==> src/rtl/lbrf_pkg.sv <==
// Shared types and constants for the line-buffered receive ring.
// No dependencies; imported by lbrf_ring and line_buffered_rx_fifo_top.
package lbrf_pkg;

  localparam logic [7:0] NEWLINE = 8'h0A;

  localparam logic MODE_RX   = 1'b0;
  localparam logic MODE_READ = 1'b1;

  localparam logic [1:0] STATUS_BYTE   = 2'd0;
  localparam logic [1:0] STATUS_REJECT = 2'd1;
  localparam logic [1:0] STATUS_EMPTY  = 2'd2;

  typedef enum logic [1:0] {
    ST_IDLE,
    ST_FETCH,
    ST_EMIT
  } state_t;

endpackage

==> src/rtl/lbrf_ring.sv <==
// Byte ring storage: one write port, one registered read port.
// Per-entry valid bits make unwritten entries read as zero after reset.
// Depends on lbrf_pkg.
module lbrf_ring
  import lbrf_pkg::*;
#(
  parameter int DEPTH = 64,
  parameter int PW    = $clog2(DEPTH)
) (
  input  logic          clk,
  input  logic          rst,
  input  logic          wr_en,
  input  logic [PW-1:0] wr_addr,
  input  logic [7:0]    wr_data,
  input  logic [PW-1:0] rd_addr,
  output logic [7:0]    rd_data
);

  logic [7:0]       mem [DEPTH];
  logic [DEPTH-1:0] valid;
  logic [7:0]       rd_raw;
  logic             rd_valid;

  always_ff @(posedge clk) begin
    if (wr_en) begin
      mem[wr_addr] <= wr_data;
    end
    rd_raw <= mem[rd_addr];
  end

  always_ff @(posedge clk) begin
    if (rst) begin
      valid    <= '0;
      rd_valid <= 1'b0;
    end else begin
      if (wr_en) begin
        valid[wr_addr] <= 1'b1;
      end
      rd_valid <= valid[rd_addr];
    end
  end

  assign rd_data = rd_valid ? rd_raw : 8'h00;

endmodule

==> src/rtl/line_buffered_rx_fifo_top.sv <==
// Top level of the line-buffered receive ring: command port, sequencer, pointers.
// Depends on lbrf_pkg and lbrf_ring.
//
// Usage: present mode, rx_byte and read_size with start high; the item is taken
// at a clock edge where start is high and busy is low.
// mode 0 stores rx_byte and produces no result. When the ring is
// full or an overflow is pending, a newline is forced into the write slot and
// the line count still advances.
// mode 1 reads one line. A rejected read (read_size above DEPTH or no line
// counted) or a read of an empty ring gives one result, on strobe, in the
// cycle after the item is taken. Otherwise the sequencer loops over the ring
// through the single read port, visiting FETCH (address) and then EMIT (data)
// for each byte, so busy stays high until the line ends and its bytes appear
// on strobe one at a time, the last one marked by is_last.
// Results are held for exactly one cycle; the receiver cannot stall them.
// Reset (synchronous, rst high) clears pointers, line count, the overflow flag
// and the per-entry valid bits, so the ring reads as all zeros.
module line_buffered_rx_fifo_top
  import lbrf_pkg::*;
#(
  parameter int DEPTH = 64
) (
  input  logic       clk,
  input  logic       rst,
  input  logic       start,
  output logic       busy,
  input  logic       mode,
  input  logic [7:0] rx_byte,
  input  logic [7:0] read_size,
  output logic       strobe,
  output logic [7:0] data_byte,
  output logic [1:0] status,
  output logic       is_last
);

  localparam int PW = (DEPTH > 1) ? $clog2(DEPTH) : 1;
  localparam int CW = $clog2(DEPTH + 1);
  localparam logic [PW-1:0] LAST_SLOT = PW'(DEPTH - 1);
  localparam logic [CW-1:0] MAX_BYTES = CW'(DEPTH);

  state_t        state, state_next;
  logic [PW-1:0] wp, wp_next;
  logic [PW-1:0] rp, rp_next;
  logic [7:0]    line_count, line_count_next;
  logic          ovf, ovf_next;
  logic [CW-1:0] cnt, cnt_next;

  logic          strobe_next;
  logic [7:0]    data_byte_next;
  logic [1:0]    status_next;
  logic          is_last_next;

  logic          wr_en;
  logic [7:0]    wr_data;
  logic [7:0]    rd_data;

  logic          accept;
  logic          reject;
  logic [PW-1:0] wp_inc, rp_inc;
  logic          line_end;

  function automatic logic [PW-1:0] next_slot(input logic [PW-1:0] p);
    return (p == LAST_SLOT) ? '0 : p + PW'(1);
  endfunction

  lbrf_ring #(
    .DEPTH (DEPTH),
    .PW    (PW)
  ) u_ring (
    .clk     (clk),
    .rst     (rst),
    .wr_en   (wr_en),
    .wr_addr (wp),
    .wr_data (wr_data),
    .rd_addr (rp),
    .rd_data (rd_data)
  );

  assign accept = start && (state == ST_IDLE);
  assign reject = ({1'b0, read_size} > 9'(DEPTH)) || (line_count == 8'd0);
  assign wp_inc = next_slot(wp);
  assign rp_inc = next_slot(rp);

  // Next state
  always_comb begin
    state_next = state;
    case (state)
      ST_IDLE: begin
        if (accept && mode == MODE_READ && !reject && wp != rp) begin
          state_next = ST_FETCH;
        end
      end
      ST_FETCH: state_next = ST_EMIT;
      ST_EMIT: begin
        if (line_end) begin
          state_next = ST_IDLE;
        end else begin
          state_next = ST_FETCH;
        end
      end
      default: state_next = ST_IDLE;
    endcase
  end

  // Datapath and result outputs
  always_comb begin
    wp_next         = wp;
    rp_next         = rp;
    line_count_next = line_count;
    ovf_next        = ovf;
    cnt_next        = cnt;
    wr_en           = 1'b0;
    wr_data         = rx_byte;
    strobe_next     = 1'b0;
    data_byte_next  = 8'h00;
    status_next     = STATUS_BYTE;
    is_last_next    = 1'b0;
    line_end        = 1'b0;
    case (state)
      ST_IDLE: begin
        if (accept && mode == MODE_RX) begin
          wr_en = 1'b1;
          if (wp_inc != rp && !ovf) begin
            wp_next = wp_inc;
            if (rx_byte == NEWLINE) begin
              line_count_next = line_count + 8'd1;
            end
          end else begin
            // force a line end into the held slot
            wr_data         = NEWLINE;
            line_count_next = line_count + 8'd1;
            ovf_next        = 1'b1;
          end
        end else if (accept && mode == MODE_READ) begin
          if (reject) begin
            strobe_next  = 1'b1;
            status_next  = STATUS_REJECT;
            is_last_next = 1'b1;
          end else begin
            line_count_next = line_count - 8'd1;
            cnt_next        = '0;
            if (wp == rp) begin
              strobe_next  = 1'b1;
              status_next  = STATUS_EMPTY;
              is_last_next = 1'b1;
            end
          end
        end
      end
      ST_FETCH: begin
      end
      ST_EMIT: begin
        strobe_next    = 1'b1;
        data_byte_next = rd_data;
        rp_next        = rp_inc;
        cnt_next       = cnt + CW'(1);
        if (rd_data != NEWLINE && ovf) begin
          // step past the forced line end
          ovf_next = 1'b0;
          wp_next  = wp_inc;
        end
        line_end = (rd_data == NEWLINE) || (rp_next == wp_next) ||
                   (cnt_next == MAX_BYTES);
        is_last_next = line_end;
      end
      default: begin
      end
    endcase
  end

  always_ff @(posedge clk) begin
    if (rst) begin
      state      <= ST_IDLE;
      wp         <= '0;
      rp         <= '0;
      line_count <= 8'd0;
      ovf        <= 1'b0;
      cnt        <= '0;
      strobe     <= 1'b0;
    end else begin
      state      <= state_next;
      wp         <= wp_next;
      rp         <= rp_next;
      line_count <= line_count_next;
      ovf        <= ovf_next;
      cnt        <= cnt_next;
      strobe     <= strobe_next;
    end
  end

  always_ff @(posedge clk) begin
    data_byte <= data_byte_next;
    status    <= status_next;
    is_last   <= is_last_next;
  end

  assign busy = (state != ST_IDLE);

endmodule
==> config.mk <==
export PLATFORM = sky130hd
export DESIGN_NAME = line_buffered_rx_fifo_top
export DESIGN_NICKNAME = d
export VERILOG_FILES = /design/src/rtl/lbrf_pkg.sv /design/src/rtl/lbrf_ring.sv /design/src/rtl/line_buffered_rx_fifo_top.sv
export SDC_FILE = /design/constraint.sdc
export NUM_CORES = 1
export LEC_CHECK = 0
export BUFFER_PORTS_ARGS = -buffer_cell sky130_fd_sc_hd__buf_2
export CAP_MARGIN = 15
export CELL_PAD_IN_SITES_DETAIL_PLACEMENT = 0
export CELL_PAD_IN_SITES_GLOBAL_PLACEMENT = 1
export CORE_MARGIN = 2
export CORE_UTILIZATION = 57
export CTS_BUF_LIST = sky130_fd_sc_hd__clkbuf_8
export DETAILED_ROUTE_END_ITERATION = 10
export PLACE_DENSITY = 0.83
export SYNTH_ARGS = -nofsm -noshare
export SYNTH_HDL_FRONTEND = slang
export SYNTH_SLANG_ARGS = --single-unit
==> constraint.sdc <==
create_clock -name clk -period 4.7 [get_ports clk]
set_clock_uncertainty 0.1 [all_clocks]
set_input_delay 0.47 -clock clk [delete_from_list [all_inputs] [get_ports clk]]
set_output_delay 0.47 -clock clk [all_outputs]
set_load 0.02 [all_outputs]
# Word level (Yosys, flattened, before mapping)
# Memories as Yosys holds them, arrays and structs flattened. A register that Yosys moved wholly into a read port is not among the register bits.
# Cells that the tools add are included.
[word_totals] ff_bits=107 ramBits=512 in_bits=20 out_inout_bits=13 word_cells=117 memories=1
[op_classes] addsub=5 order_cmp=4 n_eq_ne=22 muxes=44 bitwise=4 n_reduce_logical=24
[memory_table] name="u_ring.mem" depth=64 word_bits=8 rd=1 rd_clocked_by_memory_dff=1 wr=1 line="lbrf_ring.sv:19" source="logic [7:0] mem [DEPTH];"
[op_table] operator="two-way mux 8 bit" count=9
[op_table] operator="bitwise OR 64 bit" count=1
[op_table] operator="two-way mux 6 bit" count=6
[op_table] operator="two-way mux 7 bit" count=3
[op_table] operator="== test 8 x 4 -> 1 bit (second input constant)" count=2
[op_table] operator="two-way mux 1 bit" count=16
[op_table] operator="less-than comparator 6 x 7 -> 1 bit (second input constant)" count=2
[op_table] operator="case mux 7 bit (2 select lines)" count=1
[op_table] operator="adder 6 x 1 -> 6 bit (second input constant)" count=2
[op_table] operator="== test 6 bit" count=2
[op_table] operator="== test 6 bit (second input constant)" count=2
[op_table] operator="!= test 6 bit" count=2
[op_table] operator="case mux 6 bit (2 select lines)" count=1
[op_table] operator="AND reduction 4 bit" count=3
[op_table] operator="!= test 2 x 1 -> 1 bit (second input constant)" count=5
[op_table] operator="adder 8 x 1 -> 8 bit (second input constant)" count=1
[op_table] operator="> comparator 8 x 7 -> 1 bit (second input constant)" count=1
[op_table] operator="logical AND 1 bit" count=8
[op_table] operator="zero test 8 bit" count=1
[op_table] operator="!= test 2 bit (second input constant)" count=4
[op_table] operator="!= test 8 x 4 -> 1 bit (second input constant)" count=1
[op_table] operator="subtractor 8 x 1 -> 8 bit (second input constant)" count=1
[op_table] operator="adder 7 x 1 -> 7 bit (second input constant)" count=1
[op_table] operator="== test 7 bit (second input constant)" count=1
[op_table] operator="17 further kinds" count=27

# Logic depth before layout (Yosys ltp)
# Gate-level depths: netlist (run 1).
[logic_depth] depth_word=11 depth_mapped=13 depth_no_buf=12

# Cells and area by module
# Synthesis (run 1) repeated with hierarchy kept, for this count alone.
[hier_totals] cells_unflattened=1505 hier_area_um2=25285.5
[modules_own_cells] mod="lbrf_ring" instances=1 cells_per_inst=1194 area_each_um2=22670.5 seq_area_each_um2=16836.1
[modules_own_cells] mod="line_buffered_rx_fifo_top" instances=1 cells_per_inst=311 area_each_um2=2615.0 seq_area_each_um2=840.8

# Least setup slack after synthesis (run 1)
# OpenSTA, ideal clock, no wires.
[synth_path] path_kind="reg-to-reg" start="register wp[0]" end="memory u_ring.mem[0][0], data pin" setup_time_ps=516 t_arrival_ps=3218 required_time_ps=4084 slack_ps=867 path_stages_with_launch=9 n_path_buf=0 period_less_slack_ps=3833 cell_sequence="dfxtp_1 ha_1 nand2_1 a21oi_1 o22ai_1 xor2_1 nor3_1 o21a_1 nor2b_1"
[synth_via] elab_chain_cells=7 word_cells_on_any_way=8 classes_between="1 x add/sub; 2 x eq/ne; 4 x mux; 1 x reduce/logical"
[synth_lines] element="from (decl)" line="line_buffered_rx_fifo_top.sv:42" source="logic [PW-1:0] wp, wp_next;"
[synth_lines] element="from (signal assigned)" line="line_buffered_rx_fifo_top.sv:182" source="wp <= wp_next;"
[synth_lines] element="adder 6 x 1 -> 6 bit or == test 6 bit (tied branches)" line="line_buffered_rx_fifo_top.sv:63" source="return (p == LAST_SLOT) ? '0 : p + PW'(1);"
[synth_lines] element="two-way mux 6 bit *" line="line_buffered_rx_fifo_top.sv:63"
[synth_lines] element="!= test 6 bit *" line="line_buffered_rx_fifo_top.sv:123" source="if (wp_inc != rp && !ovf) begin"
[synth_lines] element="logical AND 1 bit *" line="line_buffered_rx_fifo_top.sv:123"
[synth_lines] element="two-way mux 8 bit *" line="line_buffered_rx_fifo_top.sv:123"
[synth_lines] element="two-way mux 8 bit *" line="line_buffered_rx_fifo_top.sv:121" source="if (accept && mode == MODE_RX) begin"
[synth_lines] element="two-way mux 8 bit *" line="line_buffered_rx_fifo_top.sv:119" source="case (state)"
[synth_lines] element="named net u_ring.wr_data[0]" line="lbrf_ring.sv:14" source="input logic [7:0] wr_data,"
[synth_lines] element="to (decl)" line="lbrf_ring.sv:19"
# The timed path passes the listed nets; every way through them passes the cells marked *.

# Worst setup path in the final report (run 1)
[layout_path] start="register wp[3]" end="memory u_ring.mem[14][1], data pin"
# Same word-level chain as after synthesis.

==> results of run 1 <==
final timing paths:
check,startpoint,endpoint,slack [ns]
min,start,status[0],0.06
max reg2reg,wp[3],u_ring.mem[14][1],0.68
max,wp[3],u_ring.mem[14][1],0.68
min reg2reg,u_ring.valid[29],u_ring.valid[29],0.36
kinds of logic (layout without fill, tap and decap cells):
group,Yosys count,in the layout
AO/OA/AOI/OAI,144,144
XOR/XNOR,29,29
adder cells (fa/ha/maj),10,10
buffers and inverters,82,289
flip-flops,627,627
multiplexers,194,194
AND/OR/NAND/NOR,225,225
power breakdown:
group          switching [uW]  internal [uW]
Sequential               24.6           6060
Combinational             256            134
Clock                    2090           2380
Total                    2370           8570
final cells by class:
class | instances | area [sq um] | area share
Sequential cell | 627 | 17690 | 0.6325
Multi-Input combinational cell | 602 | 6798 | 0.2431
Clock buffer | 111 | 1528 | 0.05463
Timing Repair Buffer | 98 | 773.2 | 0.02765
Tap cell | 585 | 732.0 | 0.02617
Clock inverter | 70 | 409.1 | 0.01463
Inverter | 10 | 37.54 | 0.001342
stage by stage:
stage / utilization / power [uW] / setup slack [ns]
2_1_floorplan: - / 6443 / 0.8665
3_3_place_gp: 0.6038 / 6569 / 0.9795
3_5_place_dp: 0.6038 / 6581 / 0.7838
4_1_cts: 0.6492 / 11020 / 0.7526
5_1_grt: 0.6492 / 11280 / 0.4899
6_report: 0.6492 / 10950 / 0.6798
per-layer routing:
metal	vias up	global-route usage	wire length, um
met1	6716	0.3518	22270
met3	124	0.06089	4896
met5	-	0	17
met4	2	0.09646	1975
li1	5589	-	-
met2	613	0.4256	28090
state kept, by name (all words and copies together) (netlist names):
name / cells
rp: 6
cnt: 7
wp: 6
ovf: 1
u_ring.valid: 64
strobe: 1
u_ring.rd_valid: 1
line_count: 8
data_byte: 8
state: 2
status: 2
u_ring.rd_raw: 8
u_ring.mem: 512
is_last: 1
critical path: stages, from the launching register on:
cell	delay, ns
dfxtp_1	0.76
nand3_2	0.35
o22ai_1	0.41
xor2_1	0.20
nor3_1	0.32
o21a_1	0.58
or2_2	0.59
buf_4	0.43
cell usage in the layout (no fill, tap or decap), drive strengths merged, types with 26 or more instances in the layout:
cell type / instances
clkbuf: 111
nor2: 110
buf: 96
a21oi: 26
inv: 52
o21a: 64
nand2: 28
mux4: 189
dfxtp: 115
edfxtp: 512
==> impl_results.md, run 1 <==
- Outcome: finished, final reports clean
- Crit end category: flop
- Port buffer count: 32
- Post-route cell area: 27960 sq um
- Critical path class: reg2reg
- Post-synth EDFFs: 512
- Final period util: 0.8554
- Post-Synth XOR/XNOR Area: 0.01023
- H-Tree Depth: 3
- Maximum vdd drop: 231.0 uV
- Setup violations, final: 0
- Adder-Cell Fraction of Synth Area: 0.005343
- Worst-Skew Late Latency: 0.68 ns
- FF-to-FF path depth: 7
- Final net count: 1466
- Most used DFF post-synth: edfxtp_1
- Worst-path fanout max: 36
- Root Driver: clkbuf_8
- Crit start category: flop
- Multiplexer area fraction after synthesis: 0.1736
- Cell count after placement: 1920
- DR vias: 13040
- Core box area: 43080 sq um
- Mapped Nets: 1341
- Top cells by count, synth: edfxtp_1 (512), mux4_2 (189), dfxtp_1 (115)
- Max-Cap Viols: 0
- Proportion of netlist area held by the largest area contributor: 0.6194
- Die width: 212.7 um
- DR WL/cell: 27.22 um
- Async SR Flop Fraction: 0
- Static Leak: 0.009093 uW
- Compound-Gate Fraction of Synth Area: 0.04037
- Most frequent cell after synthesis: edfxtp_1
- Initial antenna violation count: 1
- DRT antenna net count: 0
- Worst rel slew slack: 0.2308
- Inserted Clock Buffers: 97
- GRT Residual Overflow: 0
- Largest net degree at the start of global routing: 92
- P per Cell Area: 391.5 nW/um^2
- Vias in the first global route: 13050
- YS warnings: 0
- FILL cells: 2882
- Mapped Area: 24820 sq um
- Initial Utilization: 0.5763
- Post-Synthesis Cells: 1311
- Layout cells sized above 1: 0.2852
- Hold buffers post-CTS: 2
- DRT iter0 DRCs: 1495
- Measured slew at the worst slew-check pin: 1.150 ns
- GR Util All Layers: 0.2622
- Simple-Gate Fraction of Synth Area: 0.04249
- Num ports: 33
- DPL Wire Length: 35.08 mm
- Syn-to-layout area delta: 12.65%
- DR vias/cell: 6.203
- PostCTS Resize Cnt: 0
- Worst path arrival time: 4.36 ns
- Hold_ws: 0.05978 ns
- Post-CTS Setup Bufs: 0
- First-pass GRT wire length: 84.22 mm
- Clock-pin slew on the worst setup and hold paths: 0.06 ns
- Yosys top cell by area: edfxtp_1
- Cell Rows: 76
- CP required: 5.04 ns
- # clock sinks: 627
- Final Hold Viols: 0
- Ant. Diodes: 0
- RePlAce Congestion: 0.8381
- Fin crit period: 4.020 ns
- Max Buffers Root-to-Sink: 3
- RSZ-0062 raised after global routing: false
- Final wirelength: 57.24 mm
- Avg Inst Size Synth: 18.94 sq um
- DRC: 0
- Final TNS setup: 0 ns
- Die area: 45230 sq um
- Synth top area cells: edfxtp_1 (62%), mux4_2 (17%), dfxtp_1 (9.3%), o21a_1 (1.9%), nor2_1 (1.6%)
- Sequential-to-total area share from yosys stat: 0.7121
- Worst Hold Class: in2reg
- Final Max Tran Viols: 0
- Synth Register Bits: 627
- Final Instance Count excl. Fillers: 2103
- Area post-placement: 26010 sq um
- Fmax achieved: 0.2487 GHz
- Largest family of logic cells by synthesized area: multiplexers
- CTS tree: yes
- DRT Pass-1 Iters: 5
- Distinct cells, synth: 60
- Die Ht: 212.7 um
- WHS Path Cells: 3
Power figures use the tool's default switching activity.
==> run 2, diff against run 1 <==
--- a/config.mk
+++ b/config.mk
@@ -10,10 +10,10 @@
 export CELL_PAD_IN_SITES_DETAIL_PLACEMENT = 0
 export CELL_PAD_IN_SITES_GLOBAL_PLACEMENT = 1
 export CORE_MARGIN = 2
-export CORE_UTILIZATION = 57
+export CORE_UTILIZATION = 35
 export CTS_BUF_LIST = sky130_fd_sc_hd__clkbuf_8
 export DETAILED_ROUTE_END_ITERATION = 10
-export PLACE_DENSITY = 0.83
+export PLACE_DENSITY = 0.56
 export SYNTH_ARGS = -nofsm -noshare
 export SYNTH_HDL_FRONTEND = slang
 export SYNTH_SLANG_ARGS = --single-unit
==> run 2 against run 1 <==
Net effect: non-clock buffer count rose by 15; register-to-register slack improved by 0.14 ns; sequential cell count did not move; worst hold slack improved by 0.039 ns; worst setup slack improved by 0.14 ns; clock power rose by 0.9%; via count fell by 0.17%; die area rose by 62%; fmax rose by 3.6%; count of clock-buffer cells in the layout rose by 2; critical path depth rose by 3.
==> impl_results.md, run 2 (synthesized netlist as in run 1, its figures left out) <==
- DRT Pass-1 Iters: 5 (unchanged)
- Final net count: 1490 (was 1466)
- Largest net degree at the start of global routing: 119 (was 92)
- Crit-path slowest cell: dfxtp_1 (unchanged)
- Vias in the first global route: 13420 (was 13050)
- Flop-to-flop setup slack: 0.82 ns (was 0.68 ns)
- Worst-Skew Late Latency: 0.71 ns (was 0.68 ns)
- GR Util All Layers: 0.1719 (was 0.2622)
- Min-Delay Endpoint: status[1] (was status[0])
- Crit end category: flop (unchanged)
- DR vias/cell: 5.221 (was 6.203)
- Max Buffers Root-to-Sink: 3 (unchanged)
- DPL Wire Length: 38.25 mm (was 35.08 mm)
- Fmax achieved: 0.2576 GHz (was 0.2487 GHz)
- Measured slew at the worst slew-check pin: 1.080 ns (was 1.150 ns)
- Max-Cap Viols: 0 (unchanged)
- Post-CTS Setup Bufs: 0 (unchanged)
- Most frequent cells in the layout: edfxtp_1 (512), mux4_2 (189), clkbuf_8 (113), dfxtp_1 (111), nor2_1 (109) (was edfxtp_1 (512), mux4_2 (189), clkbuf_8 (111), dfxtp_1 (111), nor2_1 (109))
- Die Ht: 270.3 um (was 212.7 um)
- Worst rel slew slack: 0.2786 (was 0.2308)
- Final TNS setup: 0 ns (unchanged)
- DRT antenna net count: 0 (unchanged)
- H-Tree Depth: 3 (unchanged)
- Critical path class: reg2reg (unchanged)
- P per Cell Area: 385.8 nW/um^2 (was 391.5 nW/um^2)
- FILL cells: 6462 (was 2882)
- Num ports: 33 (unchanged)
- Syn-to-layout area delta: 14.78% (was 12.65%)
- Inserted Clock Buffers: 106 (was 97)
- Outcome: finished, final reports clean (unchanged)
- Initial Utilization: 0.3539 (was 0.5763)
- Worst setup margin: 0.8187 ns (was 0.6798 ns)
- DRT iter0 DRCs: 1121 (was 1495)
- WHS Path Cells: 3 (unchanged)
- DR WL/cell: 24.94 um (was 27.22 um)
- Max FFs per register: 512 (unchanged)
- CTS tree: yes (unchanged)
- Largest register by flop count: u_ring.mem (unchanged)
- PostCTS Resize Cnt: 0 (unchanged)
- RePlAce Congestion: 0.7855 (was 0.8381)
- Delay-heaviest family, CP: simple AND/OR/NAND/NOR gates (unchanged)
- DR vias: 13020 (was 13040)
- Crit-path max cell delay: 0.54 ns (was 0.76 ns)
- Layout cells sized above 1: 0.2891 (was 0.2852)
- Crit path from: wp[1] (was wp[3])
- Clock-pin slew on the worst setup and hold paths: 0.06 ns (about the same)
- Worst Hold Class: in2reg (unchanged)
- Critical path cell sequence: ha_1 > nand3_1 > nor2_1 > nor2_1 > xor2_1 > nor3_1 > o21a_1 > buf_4 > nor2b_4 > buf_4 (was nand3_2 > o22ai_1 > xor2_1 > nor3_1 > o21a_1 > or2_2 > buf_4)
- Hold path start: read_size[6] (was start)
- Final Max Tran Viols: 0 (unchanged)
- # clock sinks: 627 (unchanged)
- Final wirelength: 62.19 mm (was 57.24 mm)
- Maximum vdd drop: 225.7 uV (was 231.0 uV)
- First-pass GRT wire length: 91.76 mm (was 84.22 mm)
- Die width: 270.3 um (was 212.7 um)
- Commonest non-fill, non-tap cell in the layout: edfxtp_1 (unchanged)
- Final period util: 0.8258 (was 0.8554)
- Pre-CTS setup slack: 0.8709 ns (was 0.7838 ns)
- Core box area: 70150 sq um (was 43080 sq um)
- Initial antenna violation count: 3 (was 1)
- RSZ-0062 raised after global routing: false (unchanged)
- Cell Rows: 97 (was 76)
- GRT Residual Overflow: 0 (unchanged)
- Crit start category: flop (unchanged)
- Reg2reg start: wp[1] (was wp[3])
- R2R Path End: u_ring.mem[61][7] (was u_ring.mem[14][1])
- Port buffer count: 32 (unchanged)
- Setup violations, final: 0 (unchanged)
- Worst path arrival time: 4.21 ns (was 4.36 ns)
- Static Leak: 0.009190 uW (was 0.009093 uW)
- FF-to-FF path depth: 10 (was 7)
- Largest regs: u_ring.mem: 512 flops, u_ring.valid: 64 flops (unchanged)
- DRC: 0 (unchanged)
- Hold buffers post-CTS: 5 (was 2)
- Root Driver: clkbuf_8 (unchanged)
- Die area: 73070 sq um (was 45230 sq um)
- Fin crit period: 3.881 ns (was 4.020 ns)
- Worst-path fanout max: 40 (was 36)
- CP required: 5.03 ns (was 5.04 ns)
- Crit path buffers/inverters: 2 (was 1)
- Final Hold Viols: 0 (unchanged)
[run 2: cell types whose count changed in the layout (fill, tap and decap cells not counted), sizes merged]
cell,before,now
dlygate4sd3,2,5
bufinv,4,1
inv,52,61
clkinvlp,2,4
clkbuf,111,113
diode,0,1
clkinv,22,32
buf,96,108
[run 2: worst reg2reg max path, delay by kind of cell, from the launching register on]
| kind | cells | cell delay, ns |
|---|---|---|
| buf+inv | 2 | 0.73 |
| simple gates | 5 | 1.21 |
| flops | 1 | 0.54 |
| compound gates | 1 | 0.31 |
| xor+xnor | 1 | 0.30 |
| fa+ha+maj | 1 | 0.37 |
[run 2: cell type report]
type	instances	area, sq um	share of cell area
Antenna cell	1	2.502	0.00008782
Clock buffer	113	1555	0.05458
Clock inverter	88	419.2	0.01471
Inverter	10	37.54	0.001317
Multi-Input combinational cell	602	6798	0.2386
Sequential cell	627	17690	0.6207
Tap cell	940	1176	0.04128
Timing Repair Buffer	113	818.3	0.02872
[run 2: how the worst max path moves through the flow]
stage / cells after the start / endpoint
after floorplan: 8 / u_ring.mem[0][0]
after global placement: 10 / u_ring.mem[56][7]
after detailed placement: 9 / u_ring.mem[5][5]
after CTS: 10 / u_ring.mem[61][7]
after global routing: 9 / u_ring.mem[34][5]
final: 10 / u_ring.mem[61][7]
[run 2: metal layers]
layer,part of all wire,vias up,GRT usage
met2,0.47,360,0.2676
met4,0.026,0,0.05801
li1,-,5639,-
met5,0,-,0
met1,0.46,6921,0.2451
met3,0.047,102,0.02961
[run 2: power breakdown]
group          switching [uW]  internal, uW  total (uW)
Clock                    2220          2290        4510
Combinational             267           132         399
Sequential               24.1          6060        6080
Total                    2510          8480       11000
[run 2: metrics by stage]
stage	instances	total power, uW	hold slack, ns	util	instance area, sq um
6_report	2494	10990	0.09846	0.4062	28490
5_1_grt	2494	11410	0.08933	0.4062	28490
4_1_cts	2493	11160	0.01425	0.4061	28490
3_5_place_dp	2287	6600	0.3497	0.3773	26470
3_3_place_gp	2287	6592	0.3419	0.3773	26470
2_1_floorplan	1311	6443	0.3350	-	24820
==> run 3, diff against run 2 <==
==> constraint.sdc (replaced) <==
create_clock -name clk -period 3.84 [get_ports clk]
set_clock_uncertainty 0.1 [all_clocks]
set_input_delay 0.384 -clock clk [delete_from_list [all_inputs] [get_ports clk]]
set_output_delay 0.384 -clock clk [all_outputs]
set_load 0.02 [all_outputs]
==> run 3 against run 2 <==
Net effect: sequential share of layout area decreased by 1.1 points; cell area increased by 1.8%; clock power increased by 25%; total power increased by 24%; critical endpoint is now u_ring.mem[12][2]; die area unchanged; worst setup slack got worse by 0.51 ns.
==> impl_results.md, run 3 (synthesized netlist as in run 1, its figures left out) <==
- PostCTS Resize Cnt: 0 (unchanged)
- Most frequent cells in the layout: edfxtp_1 (512), mux4_2 (189), clkbuf_8 (117), dfxtp_1 (111), nor2_1 (109) (was edfxtp_1 (512), mux4_2 (189), clkbuf_8 (113), dfxtp_1 (111), nor2_1 (109))
- Worst-path fanout max: 23 (was 40)
- Initial Utilization: 0.3539 (unchanged)
- Crit start category: flop (unchanged)
- Largest register by flop count: u_ring.mem (unchanged)
- Worst-Skew Late Latency: 0.72 ns (was 0.71 ns)
- Final net count: 1535 (was 1490)
- Core box area: 70150 sq um (unchanged)
- DR vias/cell: 5.187 (was 5.221)
- Die area: 73070 sq um (unchanged)
- Fin crit period: 3.528 ns (was 3.881 ns)
- GR Util All Layers: 0.1746 (was 0.1719)
- Die width: 270.3 um (unchanged)
- Post-route cell area: 29000 sq um (was 28490 sq um)
- Cell Rows: 97 (unchanged)
- Root Driver: clkbuf_8 (unchanged)
- Crit end category: flop (unchanged)
- Setup violations, final: 0 (unchanged)
- RePlAce Congestion: 0.7712 (was 0.7855)
- CTS tree: yes (unchanged)
- Reg2reg start: wp[2] (was wp[1])
- # clock sinks: 627 (unchanged)
- H-Tree Depth: 3 (unchanged)
- Commonest non-fill, non-tap cell in the layout: edfxtp_1 (unchanged)
- Layout cells sized above 1: 0.3114 (was 0.2891)
- Final period util: 0.9187 (was 0.8258)
- Clock-pin slew on the worst setup and hold paths: 0.06 ns (about the same)
- Critical path class: reg2reg (unchanged)
- Worst Hold Class: in2reg (unchanged)
- DRT iter0 DRCs: 922 (was 1121)
- Max Buffers Root-to-Sink: 3 (unchanged)
- Flop-to-flop setup slack: 0.31 ns (was 0.82 ns)
- Hold path start: mode (was read_size[6])
- Num ports: 33 (unchanged)
- FILL cells: 6419 (was 6462)
- Measured slew at the worst slew-check pin: 1.131 ns (was 1.080 ns)
- Largest regs: u_ring.mem: 512 flops, u_ring.valid: 64 flops (unchanged)
- Static Leak: 0.009464 uW (was 0.009190 uW)
- DR WL/cell: 25.21 um (was 24.94 um)
- Pre-CTS setup slack: 0.1318 ns (was 0.8709 ns)
- Vias in the first global route: 13670 (was 13420)
- First-pass GRT wire length: 92.84 mm (was 91.76 mm)
- Worst path arrival time: 3.78 ns (was 4.21 ns)
- P per Cell Area: 469.3 nW/um^2 (was 385.8 nW/um^2)
- DRT Pass-1 Iters: 5 (unchanged)
- Util after Layout: 0.4134 (was 0.4062)
- Final Hold Viols: 0 (unchanged)
- Final Max Tran Viols: 0 (unchanged)
- Max-Cap Viols: 0 (unchanged)
- Largest net degree at the start of global routing: 96 (was 119)
- Die Ht: 270.3 um (unchanged)
- Final wirelength: 63.88 mm (was 62.19 mm)
- RSZ-0062 raised after global routing: false (unchanged)
- Worst rel slew slack: 0.2429 (was 0.2786)
- Maximum vdd drop: 257.6 uV (was 225.7 uV)
- DR vias: 13150 (was 13020)
- Max FFs per register: 512 (unchanged)
- DRC: 0 (unchanged)
- Area post-placement: 26850 sq um (was 26470 sq um)
- CP required: 4.10 ns (was 5.03 ns)
- GRT Residual Overflow: 0 (unchanged)
- DPL Wire Length: 39.06 mm (was 38.25 mm)
- Crit path from: wp[2] (was wp[1])
- Final TNS setup: 0 ns (unchanged)
- Inserted Clock Buffers: 105 (was 106)
- Port buffer count: 32 (unchanged)
- Syn-to-layout area delta: 16.82% (was 14.78%)
- Fmax achieved: 0.2835 GHz (was 0.2576 GHz)
- DRT antenna net count: 0 (unchanged)
- Worst setup margin: 0.3124 ns (was 0.8187 ns)
- Initial antenna violation count: 5 (was 3)
- Hold_ws: 0.09060 ns (was 0.09846 ns)
- Outcome: finished, final reports clean (unchanged)
-- run 3: worst max-delay path, stage by stage, from the launching register on --
cell,delay (ns)
dfxtp_1,0.55
nand3_1,0.22
o22ai_1,0.38
xor2_1,0.35
nor3_1,0.13
o21a_1,0.31
buf_4,0.24
nor2b_2,0.88
-- run 3: routing by layer --
layer	global-route usage	part of all wire
met1	0.2405	0.45
met2	0.2751	0.47
met3	0.03752	0.055
met4	0.06005	0.025
met5	0	0
-- run 3: through the flow --
step / total power (uW) / cells
final: 13610 / 2534
after global routing: 14150 / 2534
after floorplan: 7887 / 1311
after global placement: 8078 / 2328
after CTS: 13800 / 2529
after detailed placement: 8090 / 2328
-- run 3: area by class of cell --
type / count / area [sq um] / share of cell area
Clock inverter: 78 / 420.4 / 0.01450
Multi-Input combinational cell: 604 / 6815 / 0.2350
Timing Repair Buffer: 157 / 1251 / 0.04314
Sequential cell: 627 / 17690 / 0.6099
Clock buffer: 117 / 1610 / 0.05553
Antenna cell: 1 / 2.502 / 0.00008629
Tap cell: 940 / 1176 / 0.04056
Inverter: 10 / 37.54 / 0.001294
-- run 3: power breakdown --
part,total (uW),internal (uW),switching (uW)
clock network,5650,2950,2700
logic,514,180,334
registers,7440,7420,28.1
-- run 3: what timing repair did --
item,4_1_cts,5_1_grt
hold buffers,6,0
endpoints found under the setup margin,0,25
buffers inserted,0,0
hold endpoints to repair,2,0
-- run 3: path summary, 6_finish.rpt --
path / to / cells past startpoint
setup / recovery: u_ring.mem[12][2] / 7
hold / removal: state[0] / 5
setup reg to reg: u_ring.mem[12][2] / 7
hold reg to reg: u_ring.valid[22] / 1
